[src/design/json_array_scalar_tokenizer_defines.svh]
`ifndef JSON_ARRAY_SCALAR_TOKENIZER_DEFINES_SVH
`define JSON_ARRAY_SCALAR_TOKENIZER_DEFINES_SVH

// Same-cycle implication, checked outside reset.
`define JAST_ASSERT_NOW(lbl, ante, cons, msg) \
  lbl: assert property (@(posedge clk) disable iff (!rst_n) (ante) |-> (cons)) else $error(msg);

// Next-cycle implication, checked outside reset.
`define JAST_ASSERT_NEXT(lbl, ante, cons, msg) \
  lbl: assert property (@(posedge clk) disable iff (!rst_n) (ante) |=> (cons)) else $error(msg);

`endif

[src/design/jast_pkg.sv]
`timescale 1ns / 1ps
package jast_pkg;

  typedef enum logic [2:0] {
    M_OPEN    = 3'd0,
    M_ARRAY   = 3'd1,
    M_STRING  = 3'd2,
    M_NUMBER  = 3'd3,
    M_LITERAL = 3'd4,
    M_DONE    = 3'd5,
    M_VALUE   = 3'd6
  } mode_t;

  typedef enum logic [2:0] {
    P_SIGN  = 3'd0,
    P_ZERO  = 3'd1,
    P_INT   = 3'd2,
    P_DOT   = 3'd3,
    P_FRAC  = 3'd4,
    P_E     = 3'd5,
    P_ESIGN = 3'd6,
    P_EXP   = 3'd7
  } phase_t;

  localparam logic [2:0] KIND_STRING = 3'd0;
  localparam logic [2:0] KIND_INT    = 3'd1;
  localparam logic [2:0] KIND_FLOAT  = 3'd2;
  localparam logic [2:0] KIND_NULL   = 3'd3;
  localparam logic [2:0] KIND_BOOL   = 3'd4;
  localparam logic [2:0] KIND_CLOSE  = 3'd5;

  localparam logic [1:0] ST_OK       = 2'd0;
  localparam logic [1:0] ST_SYNTAX   = 2'd1;
  localparam logic [1:0] ST_OVERFLOW = 2'd2;

  localparam logic [1:0] LIT_NULL  = 2'd0;
  localparam logic [1:0] LIT_TRUE  = 2'd1;
  localparam logic [1:0] LIT_FALSE = 2'd2;

  localparam logic [7:0] CH_NUL    = 8'h00;
  localparam logic [7:0] CH_LBRACK = 8'h5b;
  localparam logic [7:0] CH_RBRACK = 8'h5d;
  localparam logic [7:0] CH_COMMA  = 8'h2c;
  localparam logic [7:0] CH_QUOTE  = 8'h22;
  localparam logic [7:0] CH_BSLASH = 8'h5c;
  localparam logic [7:0] CH_MINUS  = 8'h2d;
  localparam logic [7:0] CH_PLUS   = 8'h2b;
  localparam logic [7:0] CH_DOT    = 8'h2e;
  localparam logic [7:0] CH_ZERO   = 8'h30;
  localparam logic [7:0] CH_NINE   = 8'h39;
  localparam logic [7:0] CH_LO_E   = 8'h65;
  localparam logic [7:0] CH_UP_E   = 8'h45;
  localparam logic [7:0] CH_LO_N   = 8'h6e;
  localparam logic [7:0] CH_LO_T   = 8'h74;
  localparam logic [7:0] CH_LO_F   = 8'h66;

  localparam int RES_DEPTH = 4;
  localparam int RES_PTR_W = 2;
  localparam int RES_CNT_W = 3;
  localparam int TDATA_W   = 40;

  // Packed so that token_kind lands in the lowest bits.
  typedef struct packed {
    logic [1:0]  status;
    logic        bool_value;
    logic [15:0] token_end;
    logic [15:0] token_start;
    logic [2:0]  token_kind;
  } tok_t;

  typedef struct packed {
    logic v0;
    logic v1;
    tok_t tok0;
    tok_t tok1;
  } push_t;

  typedef struct packed {
    logic err;
    logic done;
  } core_stat_t;

  function automatic logic is_ws(input logic [7:0] c);
    return c == 8'h20 || c == 8'h0c || c == 8'h0a || c == 8'h0d ||
           c == 8'h09 || c == 8'h0b;
  endfunction

  function automatic logic is_digit(input logic [7:0] c);
    return c >= CH_ZERO && c <= CH_NINE;
  endfunction

  function automatic logic [2:0] lit_len(input logic [1:0] k);
    case (k)
      LIT_NULL:  return 3'd4;
      LIT_TRUE:  return 3'd4;
      LIT_FALSE: return 3'd5;
      default:   return 3'd0;
    endcase
  endfunction

  function automatic logic [7:0] lit_char(input logic [1:0] k, input logic [2:0] i);
    logic [7:0] c;
    c = CH_NUL;
    case (k)
      LIT_NULL: begin
        case (i)
          3'd1:    c = 8'h75;
          3'd2:    c = 8'h6c;
          3'd3:    c = 8'h6c;
          default: c = CH_LO_N;
        endcase
      end
      LIT_TRUE: begin
        case (i)
          3'd1:    c = 8'h72;
          3'd2:    c = 8'h75;
          3'd3:    c = 8'h65;
          default: c = CH_LO_T;
        endcase
      end
      LIT_FALSE: begin
        case (i)
          3'd1:    c = 8'h61;
          3'd2:    c = 8'h6c;
          3'd3:    c = 8'h73;
          3'd4:    c = 8'h65;
          default: c = CH_LO_F;
        endcase
      end
      default: c = CH_NUL;
    endcase
    return c;
  endfunction

endpackage

[src/design/jast_in_stage.sv]
`timescale 1ns / 1ps
module jast_in_stage (
  input  logic       clk,
  input  logic       rst_n,
  input  logic       s_valid,
  output logic       s_ready,
  input  logic [7:0] s_byte,
  input  logic       s_restart,
  output logic       m_valid,
  input  logic       m_take,
  output logic [7:0] m_byte,
  output logic       m_restart
);

  logic       v_r;
  logic       v_nxt;
  logic [7:0] byte_r;
  logic       restart_r;

  assign s_ready   = !v_r || m_take;
  assign m_valid   = v_r;
  assign m_byte    = byte_r;
  assign m_restart = restart_r;

  always_comb begin
    v_nxt = v_r;
    if (s_ready) begin
      v_nxt = s_valid;
    end
  end

  always_ff @(posedge clk) begin
    if (!rst_n) begin
      v_r <= 1'b0;
    end else begin
      v_r <= v_nxt;
    end
  end

  always_ff @(posedge clk) begin
    if (s_valid && s_ready) begin
      byte_r    <= s_byte;
      restart_r <= s_restart;
    end
  end

endmodule

[src/design/jast_parse.sv]
`timescale 1ns / 1ps
module jast_parse #(
  parameter int OFFSET_WIDTH = 16
) (
  input  logic                 clk,
  input  logic                 rst_n,
  input  logic                 fire,
  input  logic [7:0]           c,
  input  logic                 restart,
  output jast_pkg::push_t      push,
  output jast_pkg::core_stat_t stat
);

  localparam logic [OFFSET_WIDTH-1:0] OFF_ONE = {{(OFFSET_WIDTH-1){1'b0}}, 1'b1};
  localparam logic [OFFSET_WIDTH-1:0] OFF_MAX = {OFFSET_WIDTH{1'b1}};

  jast_pkg::mode_t         mode_r, mode_nxt, cur_mode;
  logic [OFFSET_WIDTH-1:0] off_r, off_nxt, cur_off;
  logic [OFFSET_WIDTH-1:0] tb_r, tb_nxt, cur_tb;
  logic [OFFSET_WIDTH-1:0] ab_r, ab_nxt, cur_ab;
  logic                    esc_r, esc_nxt, cur_esc;
  logic                    cn_r, cn_nxt, cur_cn;
  jast_pkg::phase_t        ph_r, ph_nxt, cur_ph;
  logic                    fr_r, fr_nxt, cur_fr;
  logic [2:0]              li_r, li_nxt, cur_li;
  logic [1:0]              lk_r, lk_nxt, cur_lk;
  logic                    err_r, err_nxt, cur_err;

  logic                    do_fail;
  logic [1:0]              fail_st;
  logic                    do_tok;
  logic                    do_close;
  logic [2:0]              tok_kind;
  logic [OFFSET_WIDTH-1:0] tok_start;
  logic [OFFSET_WIDTH-1:0] tok_end;
  logic                    tok_bv;
  logic [OFFSET_WIDTH-1:0] off_p1;
  logic [2:0]              li_p1;
  jast_pkg::tok_t          err_tok, val_tok, close_tok;

  function automatic logic [15:0] to16(input logic [OFFSET_WIDTH-1:0] v);
    logic [31:0] w;
    w = 32'(v);
    return w[15:0];
  endfunction

  always_comb begin
    cur_mode = restart ? jast_pkg::M_OPEN : mode_r;
    cur_off  = restart ? '0 : off_r;
    cur_tb   = restart ? '0 : tb_r;
    cur_ab   = restart ? '0 : ab_r;
    cur_esc  = restart ? 1'b0 : esc_r;
    cur_cn   = restart ? 1'b0 : cn_r;
    cur_ph   = restart ? jast_pkg::P_SIGN : ph_r;
    cur_fr   = restart ? 1'b0 : fr_r;
    cur_li   = restart ? 3'd0 : li_r;
    cur_lk   = restart ? jast_pkg::LIT_NULL : lk_r;
    cur_err  = restart ? 1'b0 : err_r;
  end

  assign off_p1 = cur_off + OFF_ONE;
  assign li_p1  = cur_li + 3'd1;

  always_comb begin
    mode_nxt  = cur_mode;
    off_nxt   = cur_off;
    tb_nxt    = cur_tb;
    ab_nxt    = cur_ab;
    esc_nxt   = cur_esc;
    cn_nxt    = cur_cn;
    ph_nxt    = cur_ph;
    fr_nxt    = cur_fr;
    li_nxt    = cur_li;
    lk_nxt    = cur_lk;
    err_nxt   = cur_err;
    do_fail   = 1'b0;
    fail_st   = jast_pkg::ST_SYNTAX;
    do_tok    = 1'b0;
    do_close  = 1'b0;
    tok_kind  = jast_pkg::KIND_STRING;
    tok_start = cur_tb;
    tok_end   = cur_off;
    tok_bv    = 1'b0;

    if (cur_err || cur_mode == jast_pkg::M_DONE) begin
      mode_nxt = cur_mode;
    end else if (cur_off == OFF_MAX) begin
      do_fail = 1'b1;
      fail_st = jast_pkg::ST_OVERFLOW;
    end else begin
      off_nxt = off_p1;
      case (cur_mode)
        jast_pkg::M_OPEN: begin
          if (c == jast_pkg::CH_LBRACK) begin
            ab_nxt   = cur_off;
            cn_nxt   = 1'b0;
            mode_nxt = jast_pkg::M_ARRAY;
          end else if (!jast_pkg::is_ws(c)) begin
            do_fail = 1'b1;
          end
        end
        jast_pkg::M_ARRAY, jast_pkg::M_VALUE: begin
          if (jast_pkg::is_ws(c)) begin
            mode_nxt = cur_mode;
          end else if (c == jast_pkg::CH_RBRACK) begin
            if (cur_mode == jast_pkg::M_VALUE) begin
              do_fail = 1'b1;
            end else begin
              do_close = 1'b1;
            end
          end else if (c == jast_pkg::CH_COMMA) begin
            if (cur_mode == jast_pkg::M_VALUE || !cur_cn) begin
              do_fail = 1'b1;
            end else begin
              mode_nxt = jast_pkg::M_VALUE;
              cn_nxt   = 1'b0;
            end
          end else if (cur_mode == jast_pkg::M_ARRAY && cur_cn) begin
            do_fail = 1'b1;
          end else if (c == jast_pkg::CH_QUOTE) begin
            tb_nxt   = off_p1;
            esc_nxt  = 1'b0;
            mode_nxt = jast_pkg::M_STRING;
          end else if (c == jast_pkg::CH_MINUS || jast_pkg::is_digit(c)) begin
            tb_nxt   = cur_off;
            fr_nxt   = 1'b0;
            mode_nxt = jast_pkg::M_NUMBER;
            if (c == jast_pkg::CH_MINUS) begin
              ph_nxt = jast_pkg::P_SIGN;
            end else if (c == jast_pkg::CH_ZERO) begin
              ph_nxt = jast_pkg::P_ZERO;
            end else begin
              ph_nxt = jast_pkg::P_INT;
            end
          end else if (c == jast_pkg::CH_LO_N || c == jast_pkg::CH_LO_T ||
                       c == jast_pkg::CH_LO_F) begin
            tb_nxt   = cur_off;
            li_nxt   = 3'd1;
            mode_nxt = jast_pkg::M_LITERAL;
            if (c == jast_pkg::CH_LO_N) begin
              lk_nxt = jast_pkg::LIT_NULL;
            end else if (c == jast_pkg::CH_LO_T) begin
              lk_nxt = jast_pkg::LIT_TRUE;
            end else begin
              lk_nxt = jast_pkg::LIT_FALSE;
            end
          end else begin
            do_fail = 1'b1;
          end
        end
        jast_pkg::M_STRING: begin
          if (c == jast_pkg::CH_NUL) begin
            do_fail = 1'b1;
          end else if (cur_esc) begin
            esc_nxt = 1'b0;
          end else if (c == jast_pkg::CH_BSLASH) begin
            esc_nxt = 1'b1;
          end else if (c == jast_pkg::CH_QUOTE) begin
            do_tok   = 1'b1;
            tok_kind = jast_pkg::KIND_STRING;
            mode_nxt = jast_pkg::M_ARRAY;
            cn_nxt   = 1'b1;
          end
        end
        jast_pkg::M_NUMBER: begin
          if (jast_pkg::is_digit(c)) begin
            case (cur_ph)
              jast_pkg::P_SIGN: begin
                ph_nxt = (c == jast_pkg::CH_ZERO) ? jast_pkg::P_ZERO : jast_pkg::P_INT;
              end
              jast_pkg::P_ZERO: do_fail = 1'b1;
              jast_pkg::P_INT:  ph_nxt = jast_pkg::P_INT;
              jast_pkg::P_DOT, jast_pkg::P_FRAC: ph_nxt = jast_pkg::P_FRAC;
              default: ph_nxt = jast_pkg::P_EXP;
            endcase
          end else if (c == jast_pkg::CH_DOT) begin
            if (cur_ph == jast_pkg::P_ZERO || cur_ph == jast_pkg::P_INT) begin
              ph_nxt = jast_pkg::P_DOT;
              fr_nxt = 1'b1;
            end else begin
              do_fail = 1'b1;
            end
          end else if (c == jast_pkg::CH_LO_E || c == jast_pkg::CH_UP_E) begin
            if (cur_ph == jast_pkg::P_ZERO || cur_ph == jast_pkg::P_INT ||
                cur_ph == jast_pkg::P_FRAC) begin
              ph_nxt = jast_pkg::P_E;
            end else begin
              do_fail = 1'b1;
            end
          end else if (c == jast_pkg::CH_PLUS || c == jast_pkg::CH_MINUS) begin
            if (cur_ph == jast_pkg::P_E) begin
              ph_nxt = jast_pkg::P_ESIGN;
            end else begin
              do_fail = 1'b1;
            end
          end else if (jast_pkg::is_ws(c) || c == jast_pkg::CH_COMMA ||
                       c == jast_pkg::CH_RBRACK) begin
            if (cur_ph == jast_pkg::P_ZERO || cur_ph == jast_pkg::P_INT ||
                cur_ph == jast_pkg::P_FRAC || cur_ph == jast_pkg::P_EXP) begin
              do_tok   = 1'b1;
              tok_kind = cur_fr ? jast_pkg::KIND_FLOAT : jast_pkg::KIND_INT;
              ph_nxt   = jast_pkg::P_SIGN;
              fr_nxt   = 1'b0;
              if (c == jast_pkg::CH_RBRACK) begin
                do_close = 1'b1;
              end else if (c == jast_pkg::CH_COMMA) begin
                mode_nxt = jast_pkg::M_VALUE;
                cn_nxt   = 1'b0;
              end else begin
                mode_nxt = jast_pkg::M_ARRAY;
                cn_nxt   = 1'b1;
              end
            end else begin
              do_fail = 1'b1;
            end
          end else begin
            do_fail = 1'b1;
          end
        end
        jast_pkg::M_LITERAL: begin
          if ((cur_lk != jast_pkg::LIT_NULL && cur_lk != jast_pkg::LIT_TRUE &&
               cur_lk != jast_pkg::LIT_FALSE) || cur_li >= jast_pkg::lit_len(cur_lk) ||
              c != jast_pkg::lit_char(cur_lk, cur_li)) begin
            do_fail = 1'b1;
          end else if (li_p1 == jast_pkg::lit_len(cur_lk)) begin
            do_tok   = 1'b1;
            tok_kind = (cur_lk == jast_pkg::LIT_NULL) ? jast_pkg::KIND_NULL
                                                      : jast_pkg::KIND_BOOL;
            tok_end  = off_p1;
            tok_bv   = (cur_lk == jast_pkg::LIT_TRUE);
            mode_nxt = jast_pkg::M_ARRAY;
            cn_nxt   = 1'b1;
            li_nxt   = 3'd0;
          end else begin
            li_nxt = li_p1;
          end
        end
        default: do_fail = 1'b1;
      endcase
    end

    if (do_close) begin
      mode_nxt = jast_pkg::M_DONE;
    end
    if (do_fail) begin
      err_nxt = 1'b1;
    end
  end

  always_comb begin
    err_tok.token_kind    = jast_pkg::KIND_STRING;
    err_tok.token_start   = to16(cur_off);
    err_tok.token_end     = to16(cur_off);
    err_tok.bool_value    = 1'b0;
    err_tok.status        = fail_st;

    val_tok.token_kind    = tok_kind;
    val_tok.token_start   = to16(tok_start);
    val_tok.token_end     = to16(tok_end);
    val_tok.bool_value    = tok_bv;
    val_tok.status        = jast_pkg::ST_OK;

    close_tok.token_kind  = jast_pkg::KIND_CLOSE;
    close_tok.token_start = to16(cur_ab);
    close_tok.token_end   = to16(off_p1);
    close_tok.bool_value  = 1'b0;
    close_tok.status      = jast_pkg::ST_OK;

    push.v0   = 1'b0;
    push.v1   = 1'b0;
    push.tok0 = err_tok;
    push.tok1 = close_tok;
    if (do_fail) begin
      push.v0 = fire;
    end else if (do_tok) begin
      push.v0   = fire;
      push.tok0 = val_tok;
      push.v1   = fire && do_close;
    end else if (do_close) begin
      push.v0   = fire;
      push.tok0 = close_tok;
    end
  end

  assign stat.err  = err_r;
  assign stat.done = (mode_r == jast_pkg::M_DONE);

  always_ff @(posedge clk) begin
    if (!rst_n) begin
      mode_r <= jast_pkg::M_OPEN;
      off_r  <= '0;
      tb_r   <= '0;
      ab_r   <= '0;
      esc_r  <= 1'b0;
      cn_r   <= 1'b0;
      ph_r   <= jast_pkg::P_SIGN;
      fr_r   <= 1'b0;
      li_r   <= 3'd0;
      lk_r   <= jast_pkg::LIT_NULL;
      err_r  <= 1'b0;
    end else if (fire) begin
      mode_r <= mode_nxt;
      off_r  <= off_nxt;
      tb_r   <= tb_nxt;
      ab_r   <= ab_nxt;
      esc_r  <= esc_nxt;
      cn_r   <= cn_nxt;
      ph_r   <= ph_nxt;
      fr_r   <= fr_nxt;
      li_r   <= li_nxt;
      lk_r   <= lk_nxt;
      err_r  <= err_nxt;
    end
  end

endmodule

[src/design/jast_res_fifo.sv]
`timescale 1ns / 1ps
module jast_res_fifo (
  input  logic            clk,
  input  logic            rst_n,
  input  jast_pkg::push_t push,
  output logic            room2,
  output logic            m_valid,
  input  logic            m_ready,
  output jast_pkg::tok_t  m_tok,
  output logic            m_last
);

  jast_pkg::tok_t                   tok_r [jast_pkg::RES_DEPTH];
  logic [jast_pkg::RES_DEPTH-1:0]   last_r;
  logic [jast_pkg::RES_PTR_W-1:0]   wr_r, wr_nxt, wr_p1;
  logic [jast_pkg::RES_PTR_W-1:0]   rd_r, rd_nxt;
  logic [jast_pkg::RES_CNT_W-1:0]   cnt_r, cnt_nxt;
  logic                             pop;
  logic [jast_pkg::RES_CNT_W-1:0]   n_push;

  assign room2   = cnt_r <= jast_pkg::RES_CNT_W'(jast_pkg::RES_DEPTH - 2);
  assign m_valid = cnt_r != '0;
  assign m_tok   = tok_r[rd_r];
  assign m_last  = last_r[rd_r];
  assign pop     = m_valid && m_ready;
  assign wr_p1   = wr_r + 1'b1;
  assign n_push  = jast_pkg::RES_CNT_W'(push.v0) + jast_pkg::RES_CNT_W'(push.v1);

  always_comb begin
    wr_nxt  = wr_r + n_push[jast_pkg::RES_PTR_W-1:0];
    rd_nxt  = pop ? rd_r + 1'b1 : rd_r;
    cnt_nxt = cnt_r + n_push - jast_pkg::RES_CNT_W'(pop);
  end

  always_ff @(posedge clk) begin
    if (!rst_n) begin
      wr_r  <= '0;
      rd_r  <= '0;
      cnt_r <= '0;
    end else begin
      wr_r  <= wr_nxt;
      rd_r  <= rd_nxt;
      cnt_r <= cnt_nxt;
    end
  end

  always_ff @(posedge clk) begin
    if (push.v0) begin
      tok_r[wr_r]  <= push.tok0;
      last_r[wr_r] <= !push.v1;
    end
    if (push.v1) begin
      tok_r[wr_p1]  <= push.tok1;
      last_r[wr_p1] <= 1'b1;
    end
  end

endmodule

[src/design/json_array_scalar_tokenizer.sv]
`timescale 1ns / 1ps
// Channel   Dir  Beat contents                                  Handshake
// in_*      in   text byte, restart flag                        tvalid/tready
// out_*     out  kind, start, end, bool, status; tlast on last  tvalid/tready
//
// One text byte per clock while the result queue has room; a byte is held in the
// input stage register, then parsed, and its results are registered in the result queue before out_*.
// A closing bracket that ends a number yields two beats through the
// four-entry result queue; input stalls only when fewer than two slots are free.
// rst_n is synchronous, active low; in_tuser restarts parsing at that byte.
module json_array_scalar_tokenizer #(
  parameter int OFFSET_WIDTH = 16
) (
  input  logic                          clk,
  input  logic                          rst_n,
  input  logic                          in_tvalid,
  output logic                          in_tready,
  input  logic [7:0]                    in_tdata,  // [7:0] text_byte
  input  logic                          in_tuser,  // [0] restart
  output logic                          out_tvalid,
  input  logic                          out_tready,
  output logic [jast_pkg::TDATA_W-1:0]  out_tdata, // [2:0] token_kind, [18:3] token_start,
                                                   // [34:19] token_end, [35] bool_value,
                                                   // [37:36] status, [39:38] zero
  output logic                          out_tlast
);

`include "json_array_scalar_tokenizer_defines.svh"

  logic                 core_valid;
  logic [7:0]           core_byte;
  logic                 core_restart;
  logic                 core_fire;
  logic                 room2;
  jast_pkg::push_t      push;
  jast_pkg::core_stat_t stat;
  jast_pkg::tok_t       head_tok;

  assign core_fire = core_valid && room2;

  jast_in_stage u_in (
    .clk       (clk),
    .rst_n     (rst_n),
    .s_valid   (in_tvalid),
    .s_ready   (in_tready),
    .s_byte    (in_tdata),
    .s_restart (in_tuser),
    .m_valid   (core_valid),
    .m_take    (core_fire),
    .m_byte    (core_byte),
    .m_restart (core_restart)
  );

  jast_parse #(
    .OFFSET_WIDTH (OFFSET_WIDTH)
  ) u_parse (
    .clk     (clk),
    .rst_n   (rst_n),
    .fire    (core_fire),
    .c       (core_byte),
    .restart (core_restart),
    .push    (push),
    .stat    (stat)
  );

  jast_res_fifo u_fifo (
    .clk     (clk),
    .rst_n   (rst_n),
    .push    (push),
    .room2   (room2),
    .m_valid (out_tvalid),
    .m_ready (out_tready),
    .m_tok   (head_tok),
    .m_last  (out_tlast)
  );

  assign out_tdata = {2'b00, head_tok};

  `JAST_ASSERT_NOW(a_latched_silent, core_fire && !core_restart && (stat.err || stat.done), !push.v0, "result after error or close without restart")
  `JAST_ASSERT_NOW(a_pair_is_close, push.v1, push.v0 && push.tok1.token_kind == jast_pkg::KIND_CLOSE && (push.tok0.token_kind == jast_pkg::KIND_INT || push.tok0.token_kind == jast_pkg::KIND_FLOAT), "second result is not a number followed by array close")
  `JAST_ASSERT_NEXT(a_hold_item, core_valid && !core_fire, core_valid && $stable(core_byte) && $stable(core_restart), "stalled byte lost in input stage")
  `JAST_ASSERT_NOW(a_no_push_stall, push.v0, core_fire, "result pushed without a parsed byte")

endmodule

[config.mk]
export PLATFORM = sky130hd
export DESIGN_NAME = json_array_scalar_tokenizer
export DESIGN_NICKNAME = d
export VERILOG_FILES = /design/src/design/jast_pkg.sv /design/src/design/jast_in_stage.sv /design/src/design/jast_parse.sv /design/src/design/jast_res_fifo.sv /design/src/design/json_array_scalar_tokenizer.sv
export VERILOG_INCLUDE_DIRS = /design/src /design/src/design
export SDC_FILE = /design/constraint.sdc
export NUM_CORES = 1
export LEC_CHECK = 0
export BUFFER_PORTS_ARGS = -buffer_cell sky130_fd_sc_hd__clkbuf_2
export CAP_MARGIN = 0
export CORE_ASPECT_RATIO = 1.25
export CORE_MARGIN = 1.5
export CORE_UTILIZATION = 30
export DETAILED_ROUTE_END_ITERATION = 12
export PLACE_DENSITY = 0.46
export SYNTH_ARGS = -nofsm -noshare
export SYNTH_HDL_FRONTEND = slang
export SYNTH_SLANG_ARGS = --single-unit
[constraint.sdc]
create_clock -name clk -period 14.9 [get_ports clk]
set_input_delay 1.49 -clock clk [delete_from_list [all_inputs] [get_ports clk]]
set_output_delay 1.49 -clock clk [all_outputs]
set_load 0.02 [all_outputs]
==> results.txt, run 1 <==
status: finished clean
CP required: 15.36 ns
# IOs: 56
vias post-DR: 12300
Synth Flop Type: edfxtp_1
Filler Cells Inserted: 4836
ys async rst share: 0%
Setup WS pre-CTS: 9.30 ns
Most Used Layer, Global Route: met2
yosys warns: 0
total core area: 46200 um2
max cap viols: 0
Setup-failing EPs final: 0
wirelength, routed: 50.2 mm
share of layout cells above drive strength 1: 14.1%
first drt pass iteration count: 5
first-pass GRT wire length: 76.5 mm
Reg2Reg Depth: 19
RSZ-0062 raised after global routing: false
gpl congestion: 0.927
GRT Total Usage: 20.7%
Vias/cell: 5.73
synthesized area: 14100 um2
Post-synth EDFFs: 137
grt met1 use: 26.1%
DRT iter0 DRCs: 1064
I/O Buffers: 53
final net count: 1566
area of the multi-input gates: 7390 um2
HPWL after DPL: 35.3 mm
worst r2r src: u_in.m_restart
initial antenna violation count: 0
root buffer cell: clkbuf_16
period utilization: 37.9%
die width: 197 um
Post-CTS Setup Bufs: 0
Worst Setup EP: u_fifo.cnt_r[2]
Power Dens Cells: 122 nW/um2
critical path launch point type: register
syn_area_per_cell: 9.11 um2
Peak Freq: 177 MHz
R2R Setup Slk: 9.26 ns
CTS HTree Levels: 1
leakage: 5.06 nW
Register Area: 6140 um2
Die H: 245 um
Min Clock Period, post-route: 5.64 ns
Slew @ Worst Pin: 1.22 ns
Clk Latency, worst-skew pair: 0.57 ns
setup ws final: 9.26 ns
Worst R2R End: u_fifo.cnt_r[2]
drc violations: 0
post-synth cell types: 81
CTS clk-pin slew, worst paths: 0.06 ns
skew final: 0.0112 ns
HP Class: register to register
Final Hold Fails: 0
grt ovf: 0
largest net degree at the start of global routing: 74
final count of pins violating max slew: 0
post_cts resized: 0
max_slew headroom: 18.3%
critical path type: register to register
Setup TNS Final: 0 ns
#FFs+latches synth: 238
Cells after Synth: 1543
Hold Buf Count CTS: 0
CTS tree: done
Post-Place Cell Area: 14800 um2
Worst setup startpoint: u_in.m_restart
sequential fraction of the synthesis area: 43.7%
ANT nets after route: 0
number of global-route vias before repair: 12300
Rows: 88
full die area: 48200 um2
post-layout util: 34.2%
hold depth: 2
VDD IR max: 0.0628 mV
met3 GRT Util: 2.93%
Design Area, Final: 15800 um2
Power Total: 1.93 mW
CTS sink cnt: 238
final cell count without fillers: 2149
synth-to-layout area growth: 12.6%
routing usage on met2: 35.6%
Min Hold Slack: 0.461 ns
ANT cells: 0
CP max FO: 53
dpl cells: 2099
Wirelength per Cell: 23.4 um
Num CTS Buffers: 27
initial core utilization: 30.4%
CTS max path bufs: 3
Worst Path Arrival: 6.10 ns
Worst Setup End Kind: register
==> critical path, stage by stage, from the launching register on <==
cell	delay, ns
edfxtp_1	0.39
buf_4	0.32
nor2b_1	0.68
ha_1	0.39
and3_1	0.32
nand3_1	0.23
o21ai_1	0.18
buf_4	0.23
a2111oi_0	0.13
o21a_1	0.16
buf_4	0.22
nor3_4	0.73
nor2_1	0.11
ha_1	0.24
inv_1	0.06
ha_1	0.24
fa_1	0.43
xor2_1	0.16
xnor2_1	0.12
and2_1	0.15
==> cells in the final DEF (no fill, tap or decap), drive strengths merged, types with 11 or more instances in the layout <==
cell / n
nand2: 226
o22ai: 46
a21boi: 28
dfxtp: 101
o21ai: 173
mux2i: 31
buf: 31
a221oi: 15
xnor2: 12
or2: 14
edfxtp: 137
nand2b: 19
a211oi: 11
a21oi: 97
nor2b: 46
and3: 11
nor3: 31
nor2: 134
and2: 21
mux4: 39
a22oi: 22
clkbuf: 86
inv: 27
nand3: 35
==> cell usage after synthesis, drive strengths merged, types with 6 or more instances <==
| master | n | share of area [%] |
|---|---|---|
| a2111oi | 7 | 0.75 |
| a211oi | 11 | 0.59 |
| a21boi | 28 | 1.5 |
| a21oi | 97 | 3.5 |
| a221oi | 15 | 0.93 |
| a22oi | 22 | 1.2 |
| a31oi | 10 | 0.45 |
| and2 | 21 | 0.93 |
| and3 | 11 | 0.49 |
| buf | 35 | 1.3 |
| clkbuf | 79 | 2.1 |
| dfxtp | 101 | 14 |
| edfxtp | 137 | 29 |
| ha | 9 | 0.80 |
| inv | 24 | 0.64 |
| mux2i | 31 | 2.2 |
| mux4 | 39 | 6.2 |
| nand2 | 226 | 6.0 |
| nand2b | 19 | 0.85 |
| nand3 | 35 | 1.2 |
| nand4 | 10 | 0.45 |
| nor2 | 134 | 3.8 |
| nor2b | 46 | 2.0 |
| nor3 | 31 | 1.4 |
| nor3b | 7 | 0.37 |
| nor4 | 9 | 0.51 |
| o21a | 7 | 0.37 |
| o21ai | 173 | 6.2 |
| o22ai | 46 | 2.1 |
| o32ai | 8 | 0.55 |
| or2 | 14 | 0.62 |
| or3 | 8 | 0.36 |
| xnor2 | 12 | 0.75 |
| xor2 | 6 | 0.37 |
==> worst min path at each step <==
stage                             start                   to
finish               u_fifo.tok_r[2][1]   u_fifo.tok_r[2][1]
global route         u_fifo.tok_r[0][2]   u_fifo.tok_r[0][2]
CTS                 u_fifo.tok_r[2][36]  u_fifo.tok_r[2][36]
detailed placement     u_fifo.last_r[1]     u_fifo.last_r[1]
global placement     u_fifo.tok_r[1][2]   u_fifo.tok_r[1][2]
floorplan            u_fifo.tok_r[1][1]   u_fifo.tok_r[1][1]
==> kinds of logic (layout without fill, tap and decap cells) <==
family	after synthesis	count (layout)	synth area share, %
compound gates	469	469	20.9
xor+xnor	18	18	1.12
fa+ha+maj	10	10	0.944
buf+inv	138	158	4.05
flops	238	238	43.7
mux	71	71	8.54
other cells	1	2	0.0267
simple gates	598	598	20.8
==> registers in the layout, summed over array words and instances, names as in the netlist, named ones only <==
name and count:
u_parse.ab_r 16, u_fifo.tok_r 152, u_in.m_byte 8, u_parse.mode_r 3, u_parse.fr_r 1, u_parse.lk_r 2, u_parse.li_r 3, u_parse.cn_r 1
u_parse.tb_r 16, u_parse.ph_r 3, u_in.m_restart 1, u_fifo.wr_r 2, u_in.m_valid 1, u_parse.esc_r 1, u_fifo.last_r 4, u_parse.err_r 1
u_parse.off_r 16, u_fifo.cnt_r 3, u_fifo.rd_r 2
==> report_power, final <==
| group | internal [mW] | leakage, nW | switching (mW) |
|---|---|---|---|
| Clock | 0.442 | 0.476 | 0.302 |
| Combinational | 0.156 | 2.51 | 0.265 |
| Sequential | 0.736 | 2.08 | 0.0323 |
| Total | 1.33 | 5.06 | 0.600 |
==> cell type report <==
class                   instances  area share (%)
clock inverters                17            1.51
clock buffers                  33            4.67
inverters                      24           0.569
well taps                     585            4.63
flip-flops and latches        238            38.8
multi-input cells            1168            46.7
repair buffers                 84            3.15
==> routing by layer <==
metal / part of all wire, % / up-vias / wire (um)
met2: 49 / 489 / 24400
met1: 42 / 6001 / 21100
met5: 0 / - / 0
li1: - / 5717 / -
met4: 3.6 / 0 / 1830
met3: 5.7 / 116 / 2860
Power figures use the tool's default switching activity.
==> inputs of run 2 (changes only) <==
--- a/config.mk
+++ b/config.mk
@@ -12,7 +12,7 @@
 export CORE_MARGIN = 1.5
 export CORE_UTILIZATION = 30
 export DETAILED_ROUTE_END_ITERATION = 12
-export PLACE_DENSITY = 0.46
+export PLACE_DENSITY = 0.47
 export SYNTH_ARGS = -nofsm -noshare
 export SYNTH_HDL_FRONTEND = slang
 export SYNTH_SLANG_ARGS = --single-unit
==> constraint.sdc (replaced) <==
create_clock -name clk -period 4.7 [get_ports clk]
set_input_delay 0.47 -clock clk [delete_from_list [all_inputs] [get_ports clk]]
set_output_delay 0.47 -clock clk [all_outputs]
set_load 0.02 [all_outputs]
==> run 2 against run 1 <==
Die area unchanged. Combinational power rose to 3.3 times the previous value. Non-clock buffer count is 51 higher. Fmax is 27% higher. Worst hold slack got worse by 0.37 ns. Clock power increased to 2.7 times the previous value. Power grew to 3.0 times the previous value. Utilization rose by 0.62 points. First-iteration DRC count fell by 5.9%. Worst setup slack worse by 9.0 ns. Clock-buffer cell count grew 3. Critical endpoint unchanged.
==> results.txt, run 2 (same netlist as run 1, synthesis figures left out) <==
share of layout cells above drive strength 1: 16.9%
HP Class: input port to register
Sw Pwr: 1.88 mW
Final Hold Fails: 0
Worst Setup End Kind: register
max reg flops: 152
Sw Share: 32.2%
CTS HTree Levels: 1
period utilization: 94.3%
max cap viols: 0
Min Clock Period, post-route: 4.43 ns
CP max FO: 6
total core area: 46200 um2
vias post-DR: 12600
Flop pwr share: 42.1%
# IOs: 56
wirelength, routed: 52.6 mm
final count of pins violating max slew: 0
commonest non-fill, non-tap cell in the layout: nand2_1
Setup WS pre-CTS: 0.290 ns
Min Hold Slack: 0.0900 ns
full die area: 48200 um2
first drt pass iteration count: 5
CTS sink cnt: 238
leakage: 5.26 nW
Die H: 245 um
VDD IR max: 0.256 mV
GRT Total Usage: 21.5%
Comb pwr share: 23.7%
synth-to-layout area growth: 14.6%
HPWL after DPL: 37.1 mm
largest net degree at the start of global routing: 50
Vias/cell: 5.73
Filler Cells Inserted: 4718
register with the most flip-flops: u_fifo.tok_r
status: finished clean
ANT cells: 0
Hold Buf Count CTS: 0
Wirelength per Cell: 24.0 um
most frequent cells in the layout: 226 x nand2_1, 163 x o21ai_0, 137 x edfxtp_1
skew final: 0.0165 ns
Peak Freq: 226 MHz
Power Dens Cells: 362 nW/um2
critical path launch point type: register
I/O Buffers: 53
first-pass GRT wire length: 78.7 mm
CTS max path bufs: 3
max_slew headroom: 34.3%
die width: 197 um
area of the multi-input gates: 7450 um2
Setup-failing EPs final: 0
Register Area: 6140 um2
drc violations: 0
gpl congestion: 0.918
setup ws final: 0.270 ns
Clk Latency, worst-skew pair: 0.56 ns
number of global-route vias before repair: 12200
CTS tree: done
CP required: 5.15 ns
RSZ-0062 raised after global routing: false
root buffer cell: clkbuf_16
initial core utilization: 30.4%
final net count: 1617
Rows: 88
ANT nets after route: 0
internal power: 3.95 mW
DRT iter0 DRCs: 1001
clock share of power: 34.2%
grt ovf: 0
Worst Path Arrival: 4.88 ns
CTS clk-pin slew, worst paths: 0.06 ns
critical path type: register to register
Num CTS Buffers: 27
initial antenna violation count: 0
Slew @ Worst Pin: 0.986 ns
run 2: cell types whose count changed in the layout (fill, tap and decap cells not counted), moves of 2 or more:
cell and delta:
inv_1 -2, ha_4 +3, o2111ai_2 +2, clkinv_4 -3
o2111ai_1 -2, bufinv_16 -5, clkbuf_8 -2, clkbuf_1 +5
clkinv_1 +2, ha_1 -3, buf_4 +50, inv_6 +2
run 2: final timing paths:
path / start / end / slack [ns] / cells past startpoint
setup / recovery: u_in.m_restart / u_fifo.cnt_r[2] / 0.27 / 19
hold / removal: in_tdata[6] / u_in.m_byte[6] / 0.09 / 1
setup reg to reg: u_in.m_restart / u_fifo.cnt_r[2] / 0.27 / 19
hold reg to reg: u_fifo.tok_r[1][1] / u_fifo.tok_r[1][1] / 0.45 / 2
run 2: what timing repair did:
| item | 4_1_cts | 5_1_grt |
|---|---|---|
| endpoints found under the setup margin | 0 | 36 |
| gates resized for setup | 0 | 3 |
| buffers inserted | 0 | 0 |
run 2: critical path: stages (launching register included):
cell       delay, ns
edfxtp_1        0.41
inv_1           0.09
nand2_1         0.14
inv_1           0.10
ha_1            0.25
and3_1          0.28
nand3_1         0.20
o21ai_1         0.13
a2111oi_0       0.64
buf_4           0.23
o21a_1          0.24
nand2_1         0.16
nor2_1          0.19
ha_4            0.16
inv_1           0.04
ha_1            0.30
fa_2            0.34
xor2_1          0.15
xnor2_1         0.12
and2_1          0.14
run 2: final cells by class:
cell class              count  area share [%]
clock buffers              36            4.53
repair buffers            135            5.55
inverters                  24           0.575
clock inverters            12           0.458
multi-input cells        1168            46.2
well taps                 585            4.54
flip-flops and latches    238            38.1
run 2: per-stage QoR:
step                      utilization [%]  area (um2)  total power [mW]  cells  TNS (ns)
final                                34.8       16100              5.83   2198         0
after global routing                 34.8       16100              6.07   2198         0
after CTS                            34.8       16100              5.90   2198         0
after detailed placement             33.1       15300              3.90   2150         0
after global placement               33.1       15300              3.89   2150         0
after floorplan                         -       14200              3.42   1544    -0.244
run 2: layer usage:
metal / track usage (%) / routed length [um]
met5: 0 / 0
met3: 2.38 / 2910
met4: 7.14 / 1620
met1: 27.6 / 22200
met2: 37.7 / 25900
run 2: power groups by stage:
stage | clock [mW] | combinational [mW] | sequential [mW]
5_1_grt | 2.12 | 1.49 | 2.47
3_3_place_gp | 0 | 1.40 | 2.49
6_report | 1.99 | 1.38 | 2.45
4_1_cts | 2.04 | 1.41 | 2.45
3_5_place_dp | 0 | 1.40 | 2.50
2_1_floorplan | 0 | 0.994 | 2.42
==> inputs of run 3 (changes only) <==
--- a/config.mk
+++ b/config.mk
@@ -6,7 +6,7 @@
 export SDC_FILE = /design/constraint.sdc
 export NUM_CORES = 1
 export LEC_CHECK = 0
-export BUFFER_PORTS_ARGS = -buffer_cell sky130_fd_sc_hd__clkbuf_2
+export BUFFER_PORTS_ARGS = -buffer_cell sky130_fd_sc_hd__buf_2
 export CAP_MARGIN = 0
 export CORE_ASPECT_RATIO = 1.25
 export CORE_MARGIN = 1.5
==> run 3 against run 2 <==
Register-to-register slack better by 0.05 ns. Clock skew is 0.00071 ns lower. Final cell count is 0.18% higher. Non-clock buffer count stayed put. Combinational power hardly changed. Flip-flop and latch count stayed put. Power is 6.2% higher. Sequential power hardly changed. Fmax is 1.2% higher. Die area stayed put. Sequential share of layout area is 0.51 points lower. Critical endpoint unchanged.
==> results.txt, run 3 (same netlist as run 1, synthesis figures left out) <==
Worst Path Arrival: 4.84 ns
Worst Setup End Kind: register
Setup WS pre-CTS: 0.202 ns
CTS HTree Levels: 1
met3 GRT Util: 2.60%
Post-Place Cell Area: 15300 um2
worst r2r src: u_in.m_restart
Most Used Layer, Global Route: met2
Vias/cell: 5.73
largest incremental delay on the critical path: 0.46 ns
status: finished clean
Post-CTS Setup Bufs: 0
internal power: 4.27 mW
gpl congestion: 0.937
worst-path cell chain: buf_4 -> nor2b_4 -> inv_2 -> ha_4 -> a2111oi_1 -> o41ai_1 -> a221oi_2 -> o2111ai_1 -> o21ai_2 -> nand2_1 -> nor2_1 -> ha_4 -> inv_1 -> ha_1 -> fa_2 -> xor2_1 -> xnor2_1 -> and2_1
ANT nets after route: 0
Comb pwr share: 22.0%
Reg2Reg Depth: 18
max cap viols: 0
Setup-failing EPs final: 0
Min Clock Period, post-route: 4.38 ns
Die H: 245 um
I/O Buffers: 53
CTS sink cnt: 238
period utilization: 93.1%
full die area: 48200 um2
total core area: 46200 um2
post-layout util: 35.3%
routing usage on met2: 38.0%
Rows: 88
Flop pwr share: 39.8%
Num CTS Buffers: 28
skew final: 0.0158 ns
max_slew headroom: 36.6%
# IOs: 56
Power Dens Cells: 379 nW/um2
CTS tree: done
share of layout cells above drive strength 1: 17.6%
hold depth: 1
Min-Delay Endpoint: u_in.m_byte[1]
Design Area, Final: 16300 um2
Setup TNS Final: 0 ns
Peak Freq: 228 MHz
register with the most flip-flops: u_fifo.tok_r
root buffer cell: clkbuf_16
largest net degree at the start of global routing: 78
initial core utilization: 30.4%
Clk Latency, worst-skew pair: 0.58 ns
die width: 197 um
CP required: 5.16 ns
Worst R2R End: u_fifo.cnt_r[2]
final cell count without fillers: 2202
grt ovf: 0
crit path max-delay cell type: edfxtp_1
Sw Pwr: 1.91 mW
commonest non-fill, non-tap cell in the layout: nand2_1
HPWL after DPL: 36.8 mm
final count of pins violating max slew: 0
worst hold start: in_tdata[1]
clock share of power: 38.2%
CP max FO: 21
RSZ-0062 raised after global routing: false
CP most frequent cell: ha_4
initial antenna violation count: 0
Sw Share: 30.9%
most frequent cells in the layout: 226 x nand2_1, 163 x o21ai_0, 137 x edfxtp_1
vias post-DR: 12600
wirelength, routed: 52.1 mm
CTS clk-pin slew, worst paths: 0.07 ns
GRT Total Usage: 21.4%
grt met1 use: 27.0%
Slew @ Worst Pin: 0.949 ns
leakage: 5.36 nW
first drt pass iteration count: 5
setup ws final: 0.324 ns
CTS max path bufs: 3
critical path type: register to register
R2R Setup Slk: 0.32 ns
dpl cells: 2150
final net count: 1618
Wirelength per Cell: 23.7 um
number of global-route vias before repair: 12400
HP Class: input port to register
DRT iter0 DRCs: 1116
drc violations: 0
critical path launch point type: register
ANT cells: 0
max reg flops: 152
VDD IR max: 0.241 mV
synth-to-layout area growth: 16.2%
Final Hold Fails: 0
first-pass GRT wire length: 78.7 mm
[run 3: cell count changes in the layout (fill, tap and decap cells not counted), sizes merged]
cell      previous run  this run
buf                 82       135
clkinv               7         8
clkbuf              89        36
clkinvlp             1         3
bufinv               0         3
inv                 28        26
[run 3: what timing repair did]
| item | 4_1_cts | 5_1_grt |
|---|---|---|
| endpoints found under the setup margin | 0 | 35 |
| hold buffers | 0 | 0 |
| gates resized for setup | 0 | 3 |
[run 3: worst max-delay path by stage]
stage	from	end	slack, ns	cells past startpoint
3_3_place_gp	u_in.m_restart	u_fifo.cnt_r[2]	0.25	18
6_report	u_in.m_restart	u_fifo.cnt_r[2]	0.32	18
3_5_place_dp	u_in.m_restart	u_fifo.cnt_r[2]	0.20	18
5_1_grt	u_in.m_restart	u_fifo.cnt_r[2]	0.01	21
2_1_floorplan	u_in.m_restart	u_fifo.cnt_r[2]	-0.22	27
4_1_cts	u_in.m_restart	u_fifo.cnt_r[2]	0.19	18
[run 3: per-layer routing]
metal / up-vias / part of all wire (%)
met5: - / 0
met4: 0 / 3.0
met3: 92 / 5.4
met2: 421 / 50
met1: 6271 / 41
li1: 5826 / -
[run 3: power by group through the flow]
stage | Clock (mW) | Combinational [mW] | Sequential [mW]
2_1_floorplan | 0 | 0.994 | 2.42
4_1_cts | 2.40 | 1.38 | 2.47
3_3_place_gp | 0 | 1.38 | 2.51
6_report | 2.37 | 1.36 | 2.46
3_5_place_dp | 0 | 1.38 | 2.51
5_1_grt | 2.48 | 1.46 | 2.48
[run 3: layout make-up]
class,instances,area (um2)
fill,4744,29900
clock inverter,16,178
sequential,238,6140
timing repair buffer,135,906
inverter,24,90.1
multi-input combinational,1168,7460
clock buffer,36,826
tap,585,732
[run 3: critical path, delay by kind of cell (launching register included)]
| kind | cells | cell delay [ns] |
|---|---|---|
| AO/OA/AOI/OAI | 5 | 1.58 |
| XOR/XNOR | 2 | 0.28 |
| adder cells (fa/ha/maj) | 4 | 0.97 |
| buffers and inverters | 3 | 0.34 |
| flip-flops | 1 | 0.46 |
| AND/OR/NAND/NOR | 4 | 0.62 |
[run 3: metrics by stage]
stage / power [mW] / hold WS [ns]
final: 6.19 / 0.0730
after global placement: 3.88 / 0.440
after global routing: 6.43 / 0.0624
after CTS: 6.25 / 0.0527
after detailed placement: 3.89 / 0.440
after floorplan: 3.42 / 0.429
